[config.mk]
export PLATFORM = sky130hd
export DESIGN_NAME = top_k_newest_keeper
export DESIGN_NICKNAME = d
export VERILOG_FILES = /design/src/hdl/tkn_pkg.sv /design/src/hdl/tkn_store.sv /design/src/hdl/tkn_seq.sv /design/src/hdl/top_k_newest_keeper.sv
export SDC_FILE = /design/constraint.sdc
export NUM_CORES = 1
export LEC_CHECK = 0
export ABC_AREA = 1
export BUFFER_PORTS_ARGS = -buffer_cell sky130_fd_sc_hd__buf_2
export CAP_MARGIN = 25
export CORE_MARGIN = 2
export CORE_UTILIZATION = 41
export CTS_CLUSTER_DIAMETER = 80
export CTS_CLUSTER_SIZE = 16
export DETAILED_ROUTE_END_ITERATION = 10
export PLACE_DENSITY = 0.63
export SLEW_MARGIN = 10
export SYNTH_ARGS = -nofsm -noshare
export SYNTH_HDL_FRONTEND = slang
export SYNTH_SLANG_ARGS = --single-unit
[constraint.sdc]
create_clock -name clk -period 15.54 [get_ports clk]
set_input_delay 3.885 -clock clk [delete_from_list [all_inputs] [get_ports clk]]
set_output_delay 3.885 -clock clk [all_outputs]
set_load 0.02 [all_outputs]
[src/hdl/tkn_pkg.sv]
// Shared types and constants for the top-k newest keeper.
`timescale 1ns / 1ps

package tkn_pkg;

	// Fixed field widths of the beats.
	localparam int ENTRY_ID_W = 16;
	localparam int KEY_W      = 32;
	localparam int SLOT_W     = 6;
	localparam int ACTION_W   = 2;

	// Result codes.
	typedef enum logic [ACTION_W-1:0] {
		ACT_STORED   = 2'd0,
		ACT_REPLACED = 2'd1,
		ACT_REJECTED = 2'd2
	} action_t;

	// Sequencer states.
	typedef enum logic [1:0] {
		ST_IDLE,
		ST_SCAN,
		ST_DECIDE
	} seq_state_t;

	// Control strobes from the sequencer to the slot memory.
	typedef struct packed {
		logic wr_en;
		logic rd_en;
	} mem_cmd_t;

	// One result beat.
	typedef struct packed {
		action_t               action;
		logic [SLOT_W-1:0]     slot_index;
		logic [ENTRY_ID_W-1:0] removed_id;
	} result_t;

endpackage

[src/hdl/tkn_store.sv]
// Slot memory holding the kept keys and ids, one write and one registered read port.
`timescale 1ns / 1ps

module tkn_store #(
	parameter int CAPACITY = 5,
	parameter int ID_WIDTH = 16,
	parameter int AW       = 3
) (
	input  logic                 clk,
	input  tkn_pkg::mem_cmd_t    cmd,
	input  logic [AW-1:0]        wr_addr,
	input  logic [AW-1:0]        rd_addr,
	input  logic [tkn_pkg::KEY_W-1:0] wr_key,
	input  logic [ID_WIDTH-1:0]  wr_id,
	output logic [tkn_pkg::KEY_W-1:0] rd_key,
	output logic [ID_WIDTH-1:0]  rd_id
);
	import tkn_pkg::*;

	logic [KEY_W-1:0]    key_mem [CAPACITY];
	logic [ID_WIDTH-1:0] id_mem  [CAPACITY];

	// Write port.
	always_ff @(posedge clk) begin
		if (cmd.wr_en) begin
			key_mem[wr_addr] <= wr_key;
			id_mem[wr_addr]  <= wr_id;
		end
	end

	// Registered read port.
	always_ff @(posedge clk) begin
		if (cmd.rd_en) begin
			rd_key <= key_mem[rd_addr];
			rd_id  <= id_mem[rd_addr];
		end
	end

endmodule

[src/hdl/tkn_seq.sv]
// Sequencer with the shared key comparator: fill, minimum scan and replace decision.
`timescale 1ns / 1ps

module tkn_seq #(
	parameter int CAPACITY = 5,
	parameter int ID_WIDTH = 16,
	parameter int AW       = 3
) (
	input  logic                          clk,
	input  logic                          arst_n,
	input  logic                          start,
	output logic                          busy,
	input  logic [tkn_pkg::ENTRY_ID_W-1:0] entry_id,
	input  logic [tkn_pkg::KEY_W-1:0]     key_value,
	output tkn_pkg::mem_cmd_t             cmd,
	output logic [AW-1:0]                 wr_addr,
	output logic [AW-1:0]                 rd_addr,
	output logic [tkn_pkg::KEY_W-1:0]     wr_key,
	output logic [ID_WIDTH-1:0]           wr_id,
	input  logic [tkn_pkg::KEY_W-1:0]     rd_key,
	input  logic [ID_WIDTH-1:0]           rd_id,
	output logic                          res_en,
	output tkn_pkg::result_t              res
);
	import tkn_pkg::*;

	localparam int CW = $clog2(CAPACITY + 1);
	localparam logic [CW-1:0] CAP_C = CW'(CAPACITY);
	localparam logic [CW-1:0] ONE_C = CW'(1);

	seq_state_t          state_q, state_d;
	logic [CW-1:0]       fill_q;
	logic [CW-1:0]       cnt_q;
	logic [KEY_W-1:0]    key_q;
	logic [ID_WIDTH-1:0] id_q;
	logic [KEY_W-1:0]    min_key_q;
	logic [ID_WIDTH-1:0] min_id_q;
	logic [AW-1:0]       min_idx_q;

	// Shared unsigned less-than unit.
	logic [KEY_W-1:0] cmp_a, cmp_b;
	logic             cmp_lt;
	assign cmp_lt = cmp_a < cmp_b;

	logic full;
	logic take_min;
	assign full     = fill_q == CAP_C;
	assign take_min = (state_q == ST_SCAN) && (cnt_q != '0) && ((cnt_q == ONE_C) || cmp_lt);
	assign busy     = state_q != ST_IDLE;

	// State register.
	always_ff @(posedge clk or negedge arst_n) begin
		if (!arst_n) begin
			state_q <= ST_IDLE;
		end else begin
			state_q <= state_d;
		end
	end

	// Fill count and scan counter.
	always_ff @(posedge clk or negedge arst_n) begin
		if (!arst_n) begin
			fill_q <= '0;
			cnt_q  <= '0;
		end else begin
			if (state_q == ST_IDLE) begin
				cnt_q <= '0;
				if (start && !full) begin
					fill_q <= fill_q + ONE_C;
				end
			end else if (state_q == ST_SCAN) begin
				cnt_q <= cnt_q + ONE_C;
			end
		end
	end

	// Incoming beat and running minimum.
	always_ff @(posedge clk) begin
		if (state_q == ST_IDLE && start) begin
			key_q <= key_value;
			id_q  <= ID_WIDTH'(entry_id);
		end
		if (take_min) begin
			min_key_q <= rd_key;
			min_id_q  <= rd_id;
			min_idx_q <= AW'(cnt_q - ONE_C);
		end
	end

	// Next state, memory control and result.
	always_comb begin
		state_d        = state_q;
		cmd.wr_en      = 1'b0;
		cmd.rd_en      = 1'b0;
		wr_addr        = '0;
		rd_addr        = cnt_q[AW-1:0];
		wr_key         = key_value;
		wr_id          = ID_WIDTH'(entry_id);
		cmp_a          = rd_key;
		cmp_b          = min_key_q;
		res_en         = 1'b0;
		res.action     = ACT_STORED;
		res.slot_index = '0;
		res.removed_id = '0;
		unique case (state_q)
			ST_IDLE: begin
				if (start) begin
					if (!full) begin
						cmd.wr_en      = 1'b1;
						wr_addr        = fill_q[AW-1:0];
						res_en         = 1'b1;
						res.action     = ACT_STORED;
						res.slot_index = SLOT_W'(fill_q);
					end else begin
						state_d = ST_SCAN;
					end
				end
			end
			ST_SCAN: begin
				// Address cnt_q is issued while the data of cnt_q - 1 is compared.
				cmd.rd_en = cnt_q < CAP_C;
				if (cnt_q == CAP_C) begin
					state_d = ST_DECIDE;
				end
			end
			ST_DECIDE: begin
				// The new key wins only when strictly greater than the minimum.
				cmp_a   = min_key_q;
				cmp_b   = key_q;
				res_en  = 1'b1;
				state_d = ST_IDLE;
				if (cmp_lt) begin
					cmd.wr_en      = 1'b1;
					wr_addr        = min_idx_q;
					wr_key         = key_q;
					wr_id          = id_q;
					res.action     = ACT_REPLACED;
					res.slot_index = SLOT_W'(min_idx_q);
					res.removed_id = ENTRY_ID_W'(min_id_q);
				end else begin
					res.action     = ACT_REJECTED;
					res.removed_id = ENTRY_ID_W'(id_q);
				end
			end
			default: begin
				state_d = ST_IDLE;
			end
		endcase
	end

	// The table never holds more entries than it has slots.
	a_fill_bound: assert property (@(posedge clk) disable iff (!arst_n)
		fill_q <= CAP_C)
		else $error("fill count beyond capacity");

	// A scan only runs on a full table.
	a_scan_full: assert property (@(posedge clk) disable iff (!arst_n)
		state_q != ST_IDLE |-> full)
		else $error("scan started on a table that is not full");

	// Every write lands inside the table.
	a_wr_range: assert property (@(posedge clk) disable iff (!arst_n)
		cmd.wr_en |-> (CW'(wr_addr) < CAP_C))
		else $error("write address outside the table");

	// A decision always follows the end of the scan and yields a result.
	a_decide: assert property (@(posedge clk) disable iff (!arst_n)
		(state_q == ST_SCAN && cnt_q == CAP_C) |=> (state_q == ST_DECIDE && res_en))
		else $error("scan end not followed by a decision");

endmodule

[src/hdl/top_k_newest_keeper.sv]
// Top level of the top-k newest keeper: slot memory, sequencer and result register.
`timescale 1ns / 1ps

// Keeps the CAPACITY entries with the largest keys offered so far.
// Input: a beat is taken at a rising edge where start is high and busy is low;
// entry_id and key_value are sampled then.
// Output: one result beat per input, held on action, slot_index and removed_id
// for exactly one cycle while done is high. The receiver cannot stall, so the
// result is never held back.
// Timing: while the table is not full, an entry is written in the accept cycle,
// done follows in the next cycle and a new beat may be offered at once.
// Once full, a minimum search reads one slot per cycle through the single
// registered read port of the slot memory: busy stays high through the scan
// and the decision, done rises as busy falls, and the next beat can be taken
// once busy is low again.
// On equal keys the lowest slot counts as the smallest; an equal new key is
// rejected.
// Reset: arst_n clears the fill count and the sequencer; the table starts empty.
module top_k_newest_keeper #(
	parameter int CAPACITY = 5,
	parameter int ID_WIDTH = 16
) (
	input  logic                           clk,
	input  logic                           arst_n,
	input  logic                           start,
	output logic                           busy,
	input  logic [tkn_pkg::ENTRY_ID_W-1:0] entry_id,
	input  logic [tkn_pkg::KEY_W-1:0]      key_value,
	output logic                           done,
	output logic [tkn_pkg::ACTION_W-1:0]   action,
	output logic [tkn_pkg::SLOT_W-1:0]     slot_index,
	output logic [tkn_pkg::ENTRY_ID_W-1:0] removed_id
);
	import tkn_pkg::*;

	localparam int AW = (CAPACITY > 1) ? $clog2(CAPACITY) : 1;

	mem_cmd_t            cmd;
	logic [AW-1:0]       wr_addr, rd_addr;
	logic [KEY_W-1:0]    wr_key, rd_key;
	logic [ID_WIDTH-1:0] wr_id, rd_id;
	logic                res_en;
	result_t             res;
	result_t             res_q;
	logic                done_q;

	tkn_seq #(
		.CAPACITY (CAPACITY),
		.ID_WIDTH (ID_WIDTH),
		.AW       (AW)
	) u_seq (
		.clk       (clk),
		.arst_n    (arst_n),
		.start     (start),
		.busy      (busy),
		.entry_id  (entry_id),
		.key_value (key_value),
		.cmd       (cmd),
		.wr_addr   (wr_addr),
		.rd_addr   (rd_addr),
		.wr_key    (wr_key),
		.wr_id     (wr_id),
		.rd_key    (rd_key),
		.rd_id     (rd_id),
		.res_en    (res_en),
		.res       (res)
	);

	tkn_store #(
		.CAPACITY (CAPACITY),
		.ID_WIDTH (ID_WIDTH),
		.AW       (AW)
	) u_store (
		.clk     (clk),
		.cmd     (cmd),
		.wr_addr (wr_addr),
		.rd_addr (rd_addr),
		.wr_key  (wr_key),
		.wr_id   (wr_id),
		.rd_key  (rd_key),
		.rd_id   (rd_id)
	);

	// Result strobe.
	always_ff @(posedge clk or negedge arst_n) begin
		if (!arst_n) begin
			done_q <= 1'b0;
		end else begin
			done_q <= res_en;
		end
	end

	// Result payload register.
	always_ff @(posedge clk) begin
		if (res_en) begin
			res_q <= res;
		end
	end

	assign done       = done_q;
	assign action     = res_q.action;
	assign slot_index = res_q.slot_index;
	assign removed_id = res_q.removed_id;

	// While a search runs, a result strobe is a single-cycle pulse; results can be adjacent only while the table fills.
	a_done_pulse: assert property (@(posedge clk) disable iff (!arst_n)
		(done_q && busy) |=> !done_q)
		else $error("result strobe held while a search runs");

	// The reported slot always lies inside the table.
	a_slot_range: assert property (@(posedge clk) disable iff (!arst_n)
		done_q |-> (32'(slot_index) < 32'(CAPACITY)))
		else $error("reported slot outside the table");

	// A rejected entry reports slot zero.
	a_reject_slot: assert property (@(posedge clk) disable iff (!arst_n)
		(done_q && res_q.action == ACT_REJECTED) |-> (slot_index == '0))
		else $error("rejected entry reports a slot");

endmodule
Word-level counts from Yosys, hierarchy flattened
Memory sizes are Yosys's and may differ from the RTL's. A register that Yosys moved wholly into a read port is not among the register bits.
Cells that the tools add are included.
{"block": "totals", "regBits": 132, "mem_bits_rw": 240, "in_bits": 51, "out_inout_bits": 26, "wordCells": 69, "n_memories": 2}
{"block": "op_classes", "addsub": 3, "magnitude_cmp": 2, "eq_ne": 8, "mux": 30, "reduce_logical": 12}
{"name": "u_store.key_mem", "words": 5, "word_bits": 32, "rd": 1, "rd_clocked_by_memory_dff": 1, "write_ports": 1, "line_no": "tkn_store.sv:20", "source": "logic [KEY_W-1:0] key_mem [CAPACITY];"}
{"name": "u_store.id_mem", "words": 5, "word_bits": 16, "rd": 1, "rd_clocked_by_memory_dff": 1, "write_ports": 1, "line_no": "tkn_store.sv:21", "source": "logic [ID_WIDTH-1:0] id_mem [CAPACITY];"}
{"operator": "$mux W32", "count": 4}
{"operator": "$mux W16", "count": 3}
{"operator": "$lt A32 B32 Y1", "count": 1}
{"operator": "$mux W3", "count": 7}
{"operator": "$pmux W8 S2", "count": 1}
{"operator": "$mux W2", "count": 4}
{"operator": "$mux W8", "count": 1}
{"operator": "$add A3 B1 Y3 const B", "count": 2}
{"operator": "$eq A3 B3 Y1 const B", "count": 2}
{"operator": "$mux W1", "count": 6}
{"operator": "$pmux W3 S2", "count": 1}
{"operator": "$logic_and A1 B1 Y1", "count": 4}
{"operator": "$ne A2 B2 Y1 const B", "count": 2}
{"operator": "$pmux W1 S2", "count": 2}
{"operator": "$pmux W2 S2", "count": 1}
{"operator": "$reduce_bool A2 Y1", "count": 2}
{"operator": "$eq A3 B1 Y1 const B", "count": 1}
{"operator": "$lt A3 B3 Y1 const B", "count": 1}
{"operator": "$reduce_and A3 Y1", "count": 1}
{"operator": "$reduce_bool A3 Y1", "count": 1}
{"operator": "$sub A3 B1 Y3 const B", "count": 1}
{"operator": "$eq A2 B1 Y1 const B", "count": 1}
{"operator": "$eq A2 B2 Y1 const B", "count": 1}
{"operator": "$logic_not A2 Y1", "count": 1}
{"operator": "4 further kinds", "count": 4}

Depth between registers and ports, before layout
{"block": "depth", "ltp_word": 7, "ltp_mapped": 21, "mapped_depth_nobuf": 19}

Cells and area by module
From an unflattened synthesis, not the netlist that was laid out.
{"block": "hier_totals", "cells_unflattened": 1706, "area_unflattened_um2": 18333.8}
{"module": "tkn_store", "instances": 1, "cells_per_inst": 1015, "area_per_inst_um2": 11583.6, "seq_area_each_um2": 8648.3}
{"module": "tkn_seq", "instances": 1, "cells_per_inst": 666, "area_per_inst_um2": 6004.5, "seq_area_each_um2": 3173.0}
{"module": "top_k_newest_keeper", "instances": 1, "cells_per_inst": 25, "area_per_inst_um2": 745.7, "seq_area_each_um2": 745.7}

Worst setup path after synthesis
No wires, ideal clock.
{"block": "synth_timing", "path_kind": "input to register", "from": "input port start", "to": "memory u_store.id_mem[1][0] (enable)", "setup_ps": 454, "arrival_ps": 7665, "t_required_ps": 15086, "path_slack_ps": 7421, "path_stages": 8, "path_buffers": 0, "cell_sequence": "nand2_1 -> inv_1 -> nand2_1 -> inv_1 -> nand2_1 -> nand2_1 -> inv_1 -> nor2_1"}
{"block": "synth_via", "elab_chain_len": 4, "elab_cells_between_ends": 6, "classes_between": "mux: 6"}
{"item": "start, declared", "line_no": "top_k_newest_keeper.sv:25", "source": "input logic start,"}
{"item": "$mux W1", "line_no": "tkn_seq.sv:107", "source": "if (start) begin"}
{"item": "$pmux W1 S2", "line_no": "tkn_seq.sv:105", "source": "unique case (state_q)"}
{"item": "$mux W1", "line_no": "tkn_store.sv:25", "source": "if (cmd.wr_en) begin"}
{"item": "$mux W1 (implied by the code)", "line_no": "tkn_store.sv:27", "source": "id_mem[wr_addr] <= wr_id;"}
{"item": "end, declared", "line_no": "tkn_store.sv:21"}
Parallel ways exist; a longest one is shown, timed or not.

Worst setup path after layout
{"block": "layout_timing", "from": "input port start", "to": "memory u_store.key_mem[3][21] (enable)"}
{"block": "layout_via", "elab_chain_len": 4, "elab_cells_between_ends": 6, "classes_between": "mux: 6"}
{"item": "$mux W1", "line_no": "tkn_seq.sv:107"}
{"item": "$pmux W1 S2", "line_no": "tkn_seq.sv:105"}
{"item": "$mux W1", "line_no": "tkn_store.sv:25"}
{"item": "$mux W1 (implied by the code)", "line_no": "tkn_store.sv:26", "source": "key_mem[wr_addr] <= wr_key;"}
{"item": "end, declared", "line_no": "tkn_store.sv:20"}
Parallel ways exist; a longest one is shown, timed or not.

==> results.py <==
metrics = {
    "hold_path": {
        "whs_path_depth": 0,
        "min_path_type": "reg -> reg",
    },
    "logic_synthesis": {
        "yosysWarnings": 0,
        "yosysSeqAreaShare": 0.737,
        "synthArstFlopShare": 0.0216,
        "avgSynthCellArea_um2": 12.3,
        "syn_inst": 1380,
        "synth.distinct_cells": 34,
        "synth_seq_cells": 417,
        "netlist_area_um2": 16900,
        "synth_ff_type": "edfxtp_1",
        "synth-edff-count": 408,
    },
    "setup_path": {
        "worst-r2r-setup-slack_ps": 9930,
        "path_delay_family": "buffers and inverters",
        "ff2ff_path_depth": 15,
        "critical-path-max-stage-delay_ps": 610,
        "critPathBufInv": 6,
        "path_depth": 11,
        "end_kind": "flop",
        "crit_path_cell_trace": "buf_2 -> nand2_1 -> inv_2 -> buf_4 -> nand2_1 -> inv_1 -> nand2_1 -> nand2_1 -> inv_1 -> nor2_4 -> buf_4",
        "critPathLaunchType": "primary input",
        "worstPathMaxFanout": 42,
        "path_class": "in -> reg",
        "crit-reg2reg-capture": "u_store.key_mem[0][22]",
        "critPathLaunch": "start",
        "cp_common_cell": "nand2_1",
        "cp_data_arrival_time_ps": 6750,
        "cp.required_ps": 15730,
        "endpoint": "u_store.key_mem[3][21]",
        "crit_slowest_cell": "buf_4",
        "rr_startpoint": "u_seq.state_q[0]",
    },
    "clock_network": {
        "cts_inserted_buffers": 30,
        "numClockSinks": 417,
        "ctsHoldBuffers": 0,
        "h-tree-depth": 1,
        "cts_tree": "done",
        "clkTransAtPathRegs_ps": 70,
        "clock_latency_ps": 570,
        "post-cts-setup-buffer-count": 0,
        "cts_resized": 0,
        "root_buffer": "clkbuf_16",
        "cts.path.max_buffers": 3,
    },
    "routing": {
        "drt_iter0_markers": 789,
        "drt-total-wl_um": 35600,
        "wl_per_cell_um": 18.0,
        "drtAntennaViolNets": 0,
        "post-route-drc-count": 0,
        "vias": 10100,
        "firstDrtPassIters": 5,
        "vias_per_cell": 5.09,
    },
    "global_routing": {
        "grt_first_pass_wirelength_um": 55600,
        "met1_usage": 0.213,
        "grt_pass1_vias": 10000,
        "top_usage_layer": "met2",
        "grt_overflow": 0,
        "grt_use_met2": 0.295,
        "use_met3": 0.0180,
        "globalRouteTotalUtil": 0.163,
        "grt_max_degree": 75,
        "antenna_found_initial": 0,
    },
    "layout": {
        "nFillCells": 3576,
        "area_growth_pct": 10.4,
        "drive_gt1_frac": 0.0970,
        "layout.nets": 1520,
        "insertedDiodeCount": 0,
        "finish.instance_area_um2": 18700,
    },
    "placement": {
        "dp_hpwl_um": 20400,
        "routabilityCongestion": 0.775,
        "post_dp_cell_area_um2": 17800,
        "portBuffers": 73,
    },
    "timing": {
        "setup_violations": 0,
        "finalHoldViolCount": 0,
        "slew_headroom": 0.378,
        "fin_crit_ps": 6560,
        "rsz0062_at_grt": "false",
        "finalClockSkew_ps": 20.7,
        "timing.final.crit_share": 0.422,
        "timing.fmax_mhz": 152,
        "fin_setup_tns_ps": 0,
        "tightestPinTransition_ps": 930,
        "slew_viol_final": 0,
    },
    "power_and_ir_drop": {
        "p_per_area_nw_per_um2": 183,
        "p_sw_frac": 0.331,
        "p_sw_mw": 1.13,
        "power.leakage_nw": 6.94,
        "pwr-share-clk": 0.211,
        "seqPwrFrac": 0.512,
        "pwr-share-comb": 0.277,
        "ir_drop_mv": 0.0904,
        "p_int_mw": 2.29,
    },
    "floorplan": {
        "die_h_um": 207,
        "core.rowCount": 74,
        "core-area_um2": 40800,
        "die_area_um2": 42900,
        "die_w_um": 207,
        "io_pins": 77,
        "start_util": 0.415,
    },
    "flow_run": {
        "drv_cap": 0,
    },
    "run_status": {
        "status": "complete, no violations",
    },
}
==> cells in the mapped netlist, types with 2 or more instances <==
master,instances,area [um^2]
a21oi_1,16,80.1
o21ai_1,4,20.0
o21ai_0,198,991
buf_1,4,15.0
inv_1,68,255
nand2_1,236,886
buf_4,3,22.5
dfrtp_1,9,225
edfxtp_1,408,12300
nor2_1,256,961
clkbuf_1,54,203
nand2_2,2,12.5
a31oi_1,49,307
ha_1,37,463
buf_6,4,45.0
inv_2,3,11.3
nand3_1,3,15.0
buf_2,6,30.0
nand4_1,5,31.3
==> sequential cells by signal (all words and copies together) (netlist names) <==
signal / count
u_seq.min_idx_q: 3
u_seq.id_q: 16
action: 2
u_seq.key_q: 32
u_seq.min_id_q: 16
u_seq.rd_addr: 3
removed_id: 16
u_store.id_mem: 80
u_seq.state_q: 2
slot_index: 3
done: 1
u_store.key_mem: 160
u_seq.fill_q: 3
u_store.rd_id: 16
u_seq.min_key_q: 32
u_store.rd_key: 32
==> metrics by stage <==
step                total power [mW]   util  setup WS (ps)  hold slack, ps  instances
finish                          3.42  0.458           8980             415       1976
global route                    3.64  0.458           8700             428       1976
CTS                             3.46  0.457           8940             420       1974
detailed placement              2.74  0.436           8360             406       1930
global placement                2.71  0.436           8460             402       1930
floorplan                       2.41      -           7420             400       1382
==> power groups by stage <==
| stage | sequential, mW | clock [mW] | combinational (mW) |
|---|---|---|---|
| 6_report | 1.75 | 0.722 | 0.945 |
| 5_1_grt | 1.78 | 0.777 | 1.08 |
| 4_1_cts | 1.76 | 0.738 | 0.965 |
| 3_5_place_dp | 1.78 | 0 | 0.961 |
| 3_3_place_gp | 1.77 | 0 | 0.934 |
| 2_1_floorplan | 1.77 | 0 | 0.643 |
==> cells in the final DEF (no fill, tap or decap), types with 3 or more instances in the layout <==
cell type  count
nand4_1        5
buf_2         73
o21ai_0      198
nand3_1        3
nor2_4         6
nand2_1      236
a21oi_1       15
conb_1         3
inv_2          6
edfxtp_1     408
nor2_1       251
buf_4         15
ha_1          37
o21ai_1        4
clkbuf_16     31
inv_1         65
dfrtp_1        8
clkbuf_1      12
a31oi_1       49
==> layout make-up <==
| class | count | area (um^2) | share of cell area |
|---|---|---|---|
| clock inverters | 1 | 16.3 | 0.000870 |
| well taps | 532 | 666 | 0.0356 |
| clock buffers | 43 | 821 | 0.0439 |
| multi-input cells | 821 | 3930 | 0.210 |
| flip-flops and latches | 417 | 12500 | 0.667 |
| repair buffers | 90 | 517 | 0.0276 |
| inverters | 72 | 272 | 0.0145 |
==> metal layers <==
layer | routed length (um) | vias to the layer above | part of all wire
li1 | - | 4906 | -
met1 | 15700 | 4911 | 0.44
met3 | 1520 | 38 | 0.043
met2 | 17800 | 202 | 0.50
met5 | 0 | - | 0
met4 | 506 | 0 | 0.014
==> worst register-to-register path, delay by kind of cell, from the launching register on <==
family / cells / cell delay (ps)
buffers and inverters: 4 / 1800
adder cells (fa/ha/maj): 1 / 350
flip-flops: 1 / 410
AND/OR/NAND/NOR: 5 / 1370
AO/OA/AOI/OAI: 5 / 1220
==> kinds of logic after synthesis <==
group	Yosys count	synth area share
flip-flops	417	0.737
AO/OA/AOI/OAI	272	0.0847
adder cells (fa/ha/maj)	37	0.0273
AND/OR/NAND/NOR	507	0.115
buffers and inverters	144	0.0349
other	1	0.000221
XOR/XNOR	2	0.00103
==> worst min path at each step <==
stage                            from            endpoint  slack, ps
global placement     u_store.rd_id[3]   u_seq.min_id_q[3]        400
finish               u_store.rd_id[2]   u_seq.min_id_q[2]        410
detailed placement  u_store.rd_id[13]  u_seq.min_id_q[13]        410
CTS                  u_store.rd_id[2]   u_seq.min_id_q[2]        420
global route         u_store.rd_id[1]   u_seq.min_id_q[1]        430
floorplan            u_store.rd_id[0]   u_seq.min_id_q[0]        400
(Power assumes the default switching activity.)
